File: config.mk
export PLATFORM = sky130hd
export DESIGN_NAME = seven_bit_frame_receiver
export DESIGN_NICKNAME = d
export VERILOG_FILES = /design/src/rtl/sbfr_pkg.sv /design/src/rtl/seven_bit_frame_receiver.sv
export SDC_FILE = /design/constraint.sdc
export NUM_CORES = 1
export LEC_CHECK = 0
export BUFFER_PORTS_ARGS = -buffer_cell sky130_fd_sc_hd__buf_2
export CORE_ASPECT_RATIO = 0.6
export CORE_MARGIN = 2
export CORE_UTILIZATION = 47
export CTS_CLUSTER_SIZE = 16
export DETAILED_ROUTE_END_ITERATION = 8
export PLACE_DENSITY = 0.66
export SLEW_MARGIN = 20
export SYNTH_ARGS = -nofsm -noshare
export SYNTH_HDL_FRONTEND = slang
export SYNTH_SLANG_ARGS = --single-unit
export TNS_END_PERCENT = 10
File: constraint.sdc
create_clock -name clk -period 27.3 [get_ports clk]
set_input_delay 1.365 -clock clk [delete_from_list [all_inputs] [get_ports clk]]
set_output_delay 1.365 -clock clk [all_outputs]
set_load 0.01 [all_outputs]
File: src/rtl/sbfr_pkg.sv
// constants and types for the seven-bit frame receiver
package sbfr_pkg;

  localparam int unsigned MAX_CONT_BYTES = 10;
  localparam int unsigned MAX_DATA_BYTES = 8;
  localparam int unsigned STORE_DEPTH    = MAX_DATA_BYTES + 1;

  localparam int unsigned BYTE_W  = 8;
  localparam int unsigned KIND_W  = 2;
  localparam int unsigned LEN_W   = 4;
  localparam int unsigned DATA_W  = BYTE_W * MAX_DATA_BYTES;
  localparam int unsigned CONT_W  = 4;
  localparam int unsigned FILL_W  = 3;
  localparam int unsigned ACCUM_W = 7;
  localparam int unsigned HDR_W   = 5;

  localparam logic [KIND_W-1:0] KIND_READ_RESPONSE = 2'd0;
  localparam logic [KIND_W-1:0] KIND_READ_REQUEST  = 2'd1;
  localparam logic [KIND_W-1:0] KIND_WRITE_REQUEST = 2'd2;
  localparam logic [KIND_W-1:0] KIND_EXEC_REQUEST  = 2'd3;

  localparam logic [FILL_W-1:0] HEADER_FILL = 3'd2;

endpackage

File: src/rtl/seven_bit_frame_receiver.sv
// seven-bit frame receiver: header/continuation byte unpacking into frame results
//
//   channel  signals                                          direction
//   rx       rx_valid, rx_stall, rx_byte                      byte in
//   frame    frame_valid, frame_stall, frame_kind, var_index,  result out
//            data_len, data_bytes
//
// one received byte per cycle while rx_stall is low; each byte is unpacked combinationally into
// the frame state and, on the byte that completes a frame, into the result register.
// the result is registered when the completing byte is accepted.
// rst clears the frame state and the result valid flag; the payload store is not reset.
// rx_stall rises only when a frame-completing byte meets a result still held by frame_stall.
module seven_bit_frame_receiver (
  input  logic                               clk,
  input  logic                               rst,
  input  logic                               rx_valid,
  output logic                               rx_stall,
  input  logic [sbfr_pkg::BYTE_W-1:0]        rx_byte,
  output logic                               frame_valid,
  input  logic                               frame_stall,
  output logic [sbfr_pkg::KIND_W-1:0]        frame_kind,
  output logic [sbfr_pkg::BYTE_W-1:0]        var_index,
  output logic [sbfr_pkg::LEN_W-1:0]         data_len,
  output logic [sbfr_pkg::DATA_W-1:0]        data_bytes
);
  import sbfr_pkg::*;

  logic                in_frame;
  logic [CONT_W-1:0]   cont_count;
  logic [HDR_W-1:0]    header_fields;
  logic [ACCUM_W-1:0]  bit_accum;
  logic [FILL_W-1:0]   bit_fill;
  logic [BYTE_W-1:0]   payload_store [STORE_DEPTH];

  logic                accept;
  logic                is_header;
  logic                is_cont;
  logic [CONT_W:0]     k;
  logic                overrun;
  logic                step;
  logic [13:0]         combined;
  logic [LEN_W-1:0]    new_fill;
  logic                extract;
  logic [FILL_W-1:0]   rem;
  logic [ACCUM_W-1:0]  rem_mask;
  logic [BYTE_W-1:0]   new_byte;
  logic [ACCUM_W-1:0]  accum_next;
  logic [FILL_W-1:0]   fill_next;
  logic [6:0]          bit_total;
  logic [LEN_W-1:0]    done;
  logic [LEN_W-1:0]    wr_idx;
  logic [KIND_W-1:0]   kind;
  logic [LEN_W-1:0]    len;
  logic [LEN_W-1:0]    need;
  logic                emit;
  logic [BYTE_W-1:0]   view [STORE_DEPTH];
  logic [DATA_W-1:0]   data_next;

  assign accept    = rx_valid && !rx_stall;
  assign is_header = rx_byte[7];
  assign is_cont   = !is_header && in_frame;
  assign k         = {1'b0, cont_count} + 5'd1;
  assign overrun   = k > 5'(MAX_CONT_BYTES);
  assign step      = is_cont && !overrun;

  // bit unpacking
  assign combined  = {bit_accum, rx_byte[6:0]};
  assign new_fill  = {1'b0, bit_fill} + 4'd7;
  assign extract   = new_fill >= 4'd8;
  assign rem       = extract ? 3'(new_fill - 4'd8) : 3'd0;
  assign rem_mask  = 7'((8'd1 << rem) - 8'd1);
  assign new_byte  = 8'(combined >> rem);
  assign accum_next = extract ? (combined[6:0] & rem_mask) : combined[6:0];
  assign fill_next  = extract ? rem : 3'(new_fill);

  // completed payload bytes so far
  assign bit_total = 7'd2 + 7'(k) * 7'd7;
  assign done      = bit_total[6:3];
  assign wr_idx    = done - 4'd1;

  always_comb begin
    kind = header_fields[4:3];
    len  = {1'b0, header_fields[2:0]} + 4'd1;
    if (len > LEN_W'(MAX_DATA_BYTES)) begin
      len = LEN_W'(MAX_DATA_BYTES);
    end
    need = (kind == KIND_READ_REQUEST) ? 4'd1 : 4'd1 + len;
  end

  assign emit     = step && (done >= need);
  assign rx_stall = frame_valid && frame_stall && emit;

  // store contents including the byte finished this cycle
  always_comb begin
    for (int e = 0; e < STORE_DEPTH; e++) begin
      if (extract && wr_idx == LEN_W'(e)) begin
        view[e] = new_byte;
      end else begin
        view[e] = payload_store[e];
      end
    end
  end

  always_comb begin
    data_next = '0;
    if (kind != KIND_READ_REQUEST) begin
      for (int i = 0; i < MAX_DATA_BYTES; i++) begin
        if (LEN_W'(i) < len) begin
          data_next[BYTE_W*i +: BYTE_W] = view[i+1];
        end
      end
    end
  end

  always_ff @(posedge clk) begin
    if (rst) begin
      in_frame      <= 1'b0;
      cont_count    <= '0;
      header_fields <= '0;
      bit_accum     <= '0;
      bit_fill      <= '0;
    end else if (accept) begin
      if (is_header) begin
        in_frame      <= 1'b1;
        cont_count    <= '0;
        header_fields <= rx_byte[6:2];
        bit_accum     <= ACCUM_W'(rx_byte[1:0]);
        bit_fill      <= HEADER_FILL;
      end else if (is_cont) begin
        if (overrun || emit) begin
          in_frame   <= 1'b0;
          cont_count <= '0;
          bit_accum  <= '0;
          bit_fill   <= '0;
        end else begin
          cont_count <= k[CONT_W-1:0];
          bit_accum  <= accum_next;
          bit_fill   <= fill_next;
        end
      end
    end
  end

  always_ff @(posedge clk) begin
    if (accept && step && extract && wr_idx < LEN_W'(STORE_DEPTH)) begin
      payload_store[wr_idx] <= new_byte;
    end
  end

  // result register
  always_ff @(posedge clk) begin
    if (rst) begin
      frame_valid <= 1'b0;
    end else if (accept && emit) begin
      frame_valid <= 1'b1;
    end else if (!frame_stall) begin
      frame_valid <= 1'b0;
    end
  end

  always_ff @(posedge clk) begin
    if (accept && emit) begin
      frame_kind <= kind;
      var_index  <= view[0];
      data_len   <= len;
      data_bytes <= data_next;
    end
  end

endmodule

---- Word-level counts from Yosys, hierarchy flattened ----
Memories as Yosys holds them, arrays and structs flattened. A register that Yosys moved wholly into a read port is not among the register bits.
Cells that the tools add are included.
word-level totals
  output and inout port bits .............. 80
  memories kept ........................... 1
  flip-flop bits (word level) ............. 27
  RAM bits ................................ 72
  bits of input ports ..................... 12
  word-level logic and storage cells ...... 93
cells by class
  bitwise operators ....................... 1
  multiply operators ...................... 1
  shifts and indexed selects .............. 2
  reduce and logical (&&, ||, !) cells .... 35
  add/sub/neg operators ................... 8
  eq/ne operators ......................... 3
  order comparisons ....................... 13
  mux-type cells .......................... 21
memories
  memory         depth  width  rd ports  clocked after memory_dff  wr ports  line                            source
  payload_store  9      8      9         9                         1         seven_bit_frame_receiver.sv:33  logic [BYTE_W-1:0] payload_store [STORE_DEPTH];
operators with widths
  cell                 count
  $mux 7               4
  $mux 4               5
  $reduce_and 2->1     10
  $lt 3x4->1 const A   4
  $mux 3               5
  $shr 14x3->8         1
  $logic_not 1->1      11
  $logic_and 1x1->1    10
  $lt 1x4->1 const A   2
  $lt 2x4->1 const A   2
  $add 2x7->7 const A  1
  $and 7x7->7          1
  $mul 5x3->7 const B  1
  $mux 1               7
  $shl 1x3->7 const A  1
  $sub 7x1->7 const B  1
  $add 4x1->5 const B  1
  $gt 5x4->1 const B   1
  $add 1x4->4 const A  1
  $add 3x1->4 const B  1
  $add 3x3->4 const B  1
  $ge 4x4->1           1
  $ge 4x4->1 const B   1
  $gt 4x4->1 const B   1
  other kinds (8)      10

---- Longest topological paths before layout ----
Gate-level depths: netlist (run 1).
  depth after elaboration ................. 15
  gate-level depth with buffers ........... 19
  depth with buffers taken out ............ 16

---- Worst setup path after synthesis (run 1) ----
Ideal clock, no wire load.
  path kind ............................... reg-to-reg
  from .................................... register cont_count[1]
  to ...................................... register data_bytes[0] (netlist bit) (read register of payload_store), enable pin
  path slack .............................. 15.550 ns
  buffers on the path ..................... 1
  cell stages (with the launch flop) ...... 16
  data required time ...................... 26.593 ns
  period minus slack after synthesis ...... 11.750 ns
  data arrival time ....................... 11.044 ns
  setup time .............................. 0.707 ns
  cells stage by stage .................... dfxtp_1 -> ha_1 -> buf_6 -> xnor2_1 -> ha_1 -> ha_1 -> ha_1 -> or2_1 -> a31o_1 -> a21oi_1 -> xnor2_1 -> ha_1 -> nand2_1 -> a21oi_1 -> and2_1 -> nor4_1
on the way
  longest elaborated chain between the ends .. 9
  elaborated cells on any way between the ends .. 12
  those cells by class .................... 2 x add/sub; 1 x mul; 2 x order compare; 7 x reduce/logical
ends and longest elaborated chain
  item                                             line                                                            source
  from (decl)                                      seven_bit_frame_receiver.sv:29                                  logic [CONT_W-1:0] cont_count;
  from (signal assigned)                           seven_bit_frame_receiver.sv:136                                 cont_count <= k[CONT_W-1:0];
  $add 4x1->5 *                                    seven_bit_frame_receiver.sv:62                                  assign k = {1'b0, cont_count} + 5'd1;
  $mul 5x3->7 or $gt 5x4->1 (tied branches)        seven_bit_frame_receiver.sv:77, seven_bit_frame_receiver.sv:63
  $add 2x7->7 or $logic_not 1->1 (tied branches)   seven_bit_frame_receiver.sv:77, seven_bit_frame_receiver.sv:64
  $ge 4x4->1 or $logic_and 1x1->1 (tied branches)  seven_bit_frame_receiver.sv:90, seven_bit_frame_receiver.sv:64
  $logic_and 1x1->1 *                              seven_bit_frame_receiver.sv:90                                  assign emit = step && (done >= need);
  $logic_and 1x1->1                                seven_bit_frame_receiver.sv:91                                  assign rx_stall = frame_valid && frame_stall && emit;
  $logic_not 1->1                                  seven_bit_frame_receiver.sv:59                                  assign accept = rx_valid && !rx_stall;
  $logic_and 1x1->1                                seven_bit_frame_receiver.sv:59
  $logic_and 1x1->1 *                              seven_bit_frame_receiver.sv:162                                 if (accept && emit) begin
  to (decl)                                        seven_bit_frame_receiver.sv:24                                  output logic [sbfr_pkg::DATA_W-1:0] data_bytes
Mark *: on every way between the ends. The rest lies on a longest branch, timed or not.
A chain may end at the register's enable or synchronous reset.

---- Worst setup path after layout (run 1) ----
  from .................................... register cont_count[0]
  to ...................................... output port rx_stall
on the way
  longest elaborated chain between the ends .. 6
  elaborated cells on any way between the ends .. 9
  those cells by class .................... 2 x add/sub; 1 x mul; 2 x order compare; 4 x reduce/logical
ends and longest elaborated chain
  item                                             line                                                            source
  $add 4x1->5 *                                    seven_bit_frame_receiver.sv:62
  $mul 5x3->7 or $gt 5x4->1 (tied branches)        seven_bit_frame_receiver.sv:77, seven_bit_frame_receiver.sv:63
  $add 2x7->7 or $logic_not 1->1 (tied branches)   seven_bit_frame_receiver.sv:77, seven_bit_frame_receiver.sv:64
  $ge 4x4->1 or $logic_and 1x1->1 (tied branches)  seven_bit_frame_receiver.sv:90, seven_bit_frame_receiver.sv:64
  $logic_and 1x1->1 *                              seven_bit_frame_receiver.sv:90
  $logic_and 1x1->1 *                              seven_bit_frame_receiver.sv:91
  to (decl)                                        seven_bit_frame_receiver.sv:17                                  output logic rx_stall,
Marked as above.

==> results of run 1 <==
==> worst max path at each step <==
stage                   from            end  cells past startpoint
2_1_floorplan  cont_count[1]  data_bytes[0]                     15
3_3_place_gp   cont_count[0]       rx_stall                     15
3_5_place_dp   cont_count[0]       rx_stall                     15
4_1_cts        cont_count[0]       rx_stall                     15
5_1_grt        cont_count[0]       rx_stall                     15
6_report       cont_count[0]       rx_stall                     15
==> critical path: stages (launching register included) <==
cell,delay [ns]
dfxtp_1,0.55
ha_1,0.40
xnor2_1,0.25
ha_1,0.30
ha_1,0.18
o21bai_1,0.15
ha_1,0.46
a31o_1,0.19
a21oi_1,0.08
xnor2_1,0.80
ha_1,0.28
a21boi_1,0.35
a21oi_1,0.20
or2_2,0.34
nor2_1,0.09
buf_2,0.13
==> layout make-up <==
type	count	area (um^2)	area share (%)
clock inverters	14	151	1.58
repair buffers	101	531	5.54
well taps	234	293	3.06
multi-input cells	470	3170	33.1
inverters	23	86.3	0.901
flip-flops and latches	171	4920	51.4
clock buffers	17	425	4.44
==> per-stage QoR <==
| step | util (%) | std cells |
|---|---|---|
| 2_1_floorplan | - | 702 |
| 3_3_place_gp | 52.1 | 999 |
| 3_5_place_dp | 52.1 | 999 |
| 4_1_cts | 55.5 | 1030 |
| 5_1_grt | 55.5 | 1030 |
| 6_report | 55.5 | 1030 |
==> kinds of logic after synthesis <==
logic type                 after synthesis  share of synthesized area [%]
AOI/OAI and AO/OA                      151                           12.9
xor gates and xnor gates                14                           1.56
adders and majority gates               20                           2.99
buffers and inverters                   61                           3.47
DFF                                    171                           58.9
muxes                                   50                           6.24
and+or+nand+nor                        235                           13.9
==> placed cells by master (no fill, tap or decap), drive strengths merged, types with 3 or more instances in the layout <==
cell      n
nand2    62
o32ai     8
inv      29
mux2i    33
clkinv    7
nand2b   11
nand3b    3
a21boi    3
o21a      4
o21ai    33
dfxtp    21
nor2     57
or2       6
nor4     14
nand4    28
or3       7
nor2b     5
clkbuf   17
edfxtp  150
and2      6
a21o      5
o21bai    4
o211a     7
mux2     17
nand3    12
o311ai    3
xnor2     6
o211ai    8
a31oi    12
a211o     4
o31ai     9
buf     101
nor3     16
xor2      8
ha       20
a21oi    33
==> power by group <==
group	total [mW]	switching (mW)	internal (mW)
registers	0.309	0.00522	0.304
clock network	0.236	0.114	0.121
logic	0.128	0.0919	0.0364
total	0.673	0.211	0.462
==> per-layer routing <==
layer	track usage, %	wire, um	up-vias
met1	33.0	9780	2989
met2	31.7	8740	239
li1	-	-	2831
met3	4.10	1410	15
met4	5.84	136	0
met5	0	0	-
==> sequential cells by signal, summed over array words and instances, names as in the netlist <==
| signal | flops |
|---|---|
| header_fields | 5 |
| bit_accum | 7 |
| bit_fill | 3 |
| var_index | 8 |
| data_bytes | 64 |
| payload_store | 72 |
| cont_count | 4 |
| frame_valid | 1 |
| data_len | 4 |
| in_frame | 1 |
| frame_kind | 2 |
==> results.json, run 1 <==
{
  "min_period_ns": 6.56,
  "pre_cts_ws_ns": 21.25,
  "wl_per_cell_um": 19.5,
  "cts_resized": 0,
  "synthTopCellsByArea": "edfxtp_1, dfxtp_1, mux2i_1",
  "p_leak_nw": 3.49,
  "root_buffer": "clkbuf_16",
  "rsz0062_at_grt": "no",
  "insertion_delay_ns": 0.43,
  "firstDrtPassIters": 5,
  "hold_path.class": "reg -> reg",
  "port_buffers": 91,
  "ys.warnings.count": 0,
  "cts_sinks": 171,
  "async_flop_share_pct": 0,
  "dp_hpwl_um": 13600,
  "clock.fmax_mhz": 152,
  "synth_common_cells": "edfxtp_1, nand2_1, nor2_1, mux2i_1, a21oi_1",
  "setup_tns_ns": 0,
  "vias_per_cell": 5.90,
  "post_cts_buffers": 0,
  "cts_buffers": 17,
  "synthFlopType": "edfxtp_1",
  "timing.hold.ws_ns": 0.505,
  "max_slew.worst_pin.slew_ns": 1.10,
  "design_area_mm2": 0.00958,
  "rr_startpoint": "cont_count[0]",
  "drive_gt1_share_pct": 21.6,
  "fin_crit_sh_pct": 24.0,
  "outcome": "finished clean",
  "netlist_instances": 702,
  "n_antenna_cell": 0,
  "boundaryPins": 92,
  "initial_core_util_pct": 48.4,
  "clockBufferDepth": 2,
  "synth_edf_count": 150,
  "fillers": 1420,
  "rr_endpoint": "data_bytes[34]",
  "first_iter_violations": 706,
  "grt_max_degree": 79,
  "hold_buffers": 0,
  "min-delay-start": "bit_accum[5]",
  "vias": 6074,
  "whs_path_depth": 2,
  "grt-ovfl-total": 0,
  "synthDistinctLibCells": 73,
  "r2r_setup_slack_ns": 21.43,
  "gp_congestion": 0.906,
  "h-tree-depth": 4,
  "drv_slew": 0,
  "ir_worst_vdd_uv": 48.6,
  "drc_errors": 0,
  "yosysMostFrequentCell": "edfxtp_1",
  "synth_top_area_share_pct": 53.8,
  "areaGrowthSynthToFinish_pct": 14.6,
  "cts_tree": "built",
  "dieHeight_um": 107,
  "grt_pass1_wl_um": 31200,
  "detail-route-antenna-nets": 0,
  "rows": 37,
  "cp-end-kind": "output port",
  "setup_slack_ns": 20.74,
  "crit_required_ns": 25.93,
  "synthesis.nets": 734,
  "clk_pin_slew_ns": 0.07,
  "dpl_cell_area_mm2": 0.00900,
  "hold_end": "bit_accum[5]",
  "finalSetupViolations": 0,
  "hold_violations": 0,
  "crit_arrival_ns": 5.20,
  "grt_use_total_pct": 21.7,
  "nets": 816,
  "start_kind": "register",
  "synth_top_area_cell": "edfxtp_1",
  "fp.coreArea_mm2": 0.0173,
  "power_mw": 0.673,
  "timing.max_cap.violations": 0,
  "synth.avg_cell_area_um2": 11.9,
  "die_x_um": 176,
  "synth_area_mm2": 0.00837,
  "ys_ff_latch": 171,
  "grt_pass1_vias": 5600,
  "final.setup_skew_ns": 0.0172,
  "ys_seq_area_share_pct": 58.9,
  "worstSetupPathType": "reg -> out",
  "p_per_area_mw_per_mm2": 70.2,
  "max-slew-margin-rel_pct": 26.3,
  "r2r_cells": 16,
  "wl_um": 20100,
  "crit_fanout": 11,
  "grt_antenna_before_repair": 0,
  "dieArea_mm2": 0.0189
}
(Power assumes the default switching activity.)
==> run 2: changes to the inputs <==
--- a/config.mk
+++ b/config.mk
@@ -5,13 +5,14 @@
 export SDC_FILE = /design/constraint.sdc
 export NUM_CORES = 1
 export LEC_CHECK = 0
+export ABC_AREA = 1
 export BUFFER_PORTS_ARGS = -buffer_cell sky130_fd_sc_hd__buf_2
 export CORE_ASPECT_RATIO = 0.6
 export CORE_MARGIN = 2
 export CORE_UTILIZATION = 47
 export CTS_CLUSTER_SIZE = 16
 export DETAILED_ROUTE_END_ITERATION = 8
-export PLACE_DENSITY = 0.66
+export PLACE_DENSITY = 0.69
 export SLEW_MARGIN = 20
 export SYNTH_ARGS = -nofsm -noshare
 export SYNTH_HDL_FRONTEND = slang
==> constraint.sdc (replaced) <==
create_clock -name clk -period 6.01 [get_ports clk]
set_input_delay 0.3005 -clock clk [delete_from_list [all_inputs] [get_ports clk]]
set_output_delay 0.3005 -clock clk [all_outputs]
set_load 0.01 [all_outputs]
==> run 2 against run 1 <==
  * Clock-buffer cell count rose by 1
  * Synthesized area shrank 5.0%
  * Worst setup slack worse by 20 ns
  * Routed wire length down 5.9%
  * Core utilization increased by 1.3 points
  * Critical endpoint is now payload_store[3][4]
  * Largest cell class unchanged
  * Largest power group unchanged
==> results.json, run 2 <==
{
  "netlist_instances": 838,
  "crit_fanout": 20,
  "synth_top_area_cell": "edfxtp_1",
  "cp-end-kind": "register",
  "root_buffer": "clkbuf_16",
  "nets": 979,
  "rsz0062_at_grt": "no",
  "areaGrowthSynthToFinish_pct": 17.1,
  "hold_buffers": 0,
  "rows": 36,
  "port_buffers": 91,
  "drc_errors": 0,
  "max-slew-margin-rel_pct": 44.2,
  "cts_buffers": 17,
  "top_register": "payload_store",
  "synthFlopType": "edfxtp_1",
  "final.setup_skew_ns": 0.0119,
  "reg_top3": "payload_store x72, data_bytes x64, var_index x8",
  "hold_violations": 0,
  "min_period_ns": 5.23,
  "grt_max_degree": 46,
  "synth_top_area_share_pct": 56.7,
  "worstSetupPathType": "reg -> reg",
  "layout.cells.most_common_list": "nand2_1, nor2_1, edfxtp_1",
  "gp_congestion": 0.918,
  "yosysMostFrequentCell": "nand2_1",
  "synth_common_cells": "nand2_1, nor2_1, edfxtp_1, inv_1, o21ai_0",
  "ys_seq_area_share_pct": 62.0,
  "timing.hold.ws_ns": 0.122,
  "grt_antenna_before_repair": 0,
  "synthDistinctLibCells": 36,
  "design_area_mm2": 0.00931,
  "crit_arrival_ns": 5.36,
  "setup_tns_ns": 0,
  "vias_per_cell": 5.06,
  "ys_ff_latch": 171,
  "cts_tree": "built",
  "grt-ovfl-total": 0,
  "clockBufferDepth": 2,
  "vias": 6016,
  "die_x_um": 172,
  "synthesis.nets": 870,
  "dp_hpwl_um": 12700,
  "post_cts_buffers": 0,
  "detail-route-antenna-nets": 0,
  "largest_reg_flops": 72,
  "initial_core_util_pct": 48.5,
  "grt_use_total_pct": 21.4,
  "drv_slew": 0,
  "ir_worst_vdd_uv": 207,
  "cts_sinks": 171,
  "dpl_cell_area_mm2": 0.00872,
  "synth_area_mm2": 0.00795,
  "dieHeight_um": 105,
  "async_flop_share_pct": 0,
  "first_iter_violations": 626,
  "h-tree-depth": 4,
  "synth_edf_count": 150,
  "layout_commonest_cell": "nand2_1",
  "hold_path.class": "in -> reg",
  "crit_required_ns": 6.15,
  "firstDrtPassIters": 5,
  "fin_util_pct": 56.8,
  "layoutNonFillerInstCount": 1188,
  "clock.fmax_mhz": 191,
  "grt_pass1_wl_um": 29000,
  "grt_pass1_vias": 5333,
  "synthTopCellsByArea": "edfxtp_1, nand2_1, nor2_1",
  "insertion_delay_ns": 0.42,
  "synth.avg_cell_area_um2": 9.49,
  "fp.coreArea_mm2": 0.0164,
  "dp_cells": 1156,
  "clk_pin_slew_ns": 0.07,
  "timing.max_cap.violations": 0,
  "cts_resized": 0,
  "fin_crit_sh_pct": 87.0,
  "n_antenna_cell": 0,
  "ys.warnings.count": 0,
  "dieArea_mm2": 0.0180,
  "outcome": "finished clean",
  "start_kind": "register",
  "max_slew.worst_pin.slew_ns": 0.835,
  "boundaryPins": 92,
  "wl_per_cell_um": 15.9,
  "p_leak_nw": 3.97,
  "wl_um": 18900,
  "drive_gt1_share_pct": 15.9,
  "p_per_area_mw_per_mm2": 332,
  "finalSetupViolations": 0,
  "fillers": 1466
}
run 2: cell types whose count changed in the layout (fill, tap and decap cells not counted), sizes merged, moves of 8 or more:
cell,previous run,this run
a31oi,12,0
inv,29,88
mux2,17,0
mux2i,33,0
nand2,62,247
nand2b,11,0
nand4,28,6
nor2,57,164
nor3,16,3
nor4,14,0
o21ai,33,46
o31ai,9,1
o32ai,8,0
run 2: where the power goes:
group          total, mW  switching (mW)  internal, mW
Clock               1.07           0.511         0.555
Sequential          1.39          0.0143          1.37
Combinational      0.639           0.479         0.160
run 2: layout make-up:
type,count,area (um^2),share of cell area [%]
Clock inverter,14,146,1.57
Inverter,82,308,3.31
Sequential cell,171,4920,52.9
Timing Repair Buffer,106,581,6.24
Clock buffer,18,429,4.61
Multi-Input combinational cell,569,2630,28.3
Tap cell,228,285,3.07
run 2: layer usage:
metal	up-vias	GRT usage, %	share of wire (%)
met3	16	5.15	8.8
met4	0	5.34	1.0
li1	2979	-	-
met5	-	0	0
met2	231	28.5	40
met1	2790	34.7	50
run 2: logic make-up (layout without fill, tap and decap cells):
family	after synthesis	in the layout	share of synthesized area [%]
AOI/OAI and AO/OA	101	101	6.96
xor gates and xnor gates	8	8	0.976
adders and majority gates	20	20	3.15
buffers and inverters	98	220	5.05
DFF	171	171	62.0
and+or+nand+nor	440	440	21.9
run 2: worst paths after layout:
kind / cells after the start / from / endpoint / slack, ns
max reg2reg: 22 / cont_count[0] / payload_store[3][4] / 0.78
min reg2reg: 0 / header_fields[3] / frame_kind[0] / 0.45
max: 22 / cont_count[0] / payload_store[3][4] / 0.78
min: 2 / rst / in_frame / 0.12
run 2: stage by stage:
stage	total power [mW]	worst slack [ns]
3_5_place_dp	2.03	0.877
3_3_place_gp	2.03	1.01
4_1_cts	3.09	0.868
6_report	3.09	0.784
2_1_floorplan	1.80	1.01
5_1_grt	3.23	0.295
run 2: worst max-delay path: stages, from the launching register on:
cell,delay [ns]
dfxtp_1,0.38
ha_1,0.25
xnor2_1,0.44
ha_1,0.33
ha_1,0.27
ha_1,0.36
nand2_1,0.09
nand2_1,0.07
inv_1,0.07
nand3b_1,0.08
nand2_1,0.13
inv_1,0.08
ha_1,0.28
a21oi_1,0.18
nand3_1,0.10
nand2_1,0.06
inv_1,0.04
nand2_1,0.04
nand2_1,0.07
nand3_1,0.28
nand4_4,0.34
nor2_2,0.71
buf_4,0.28
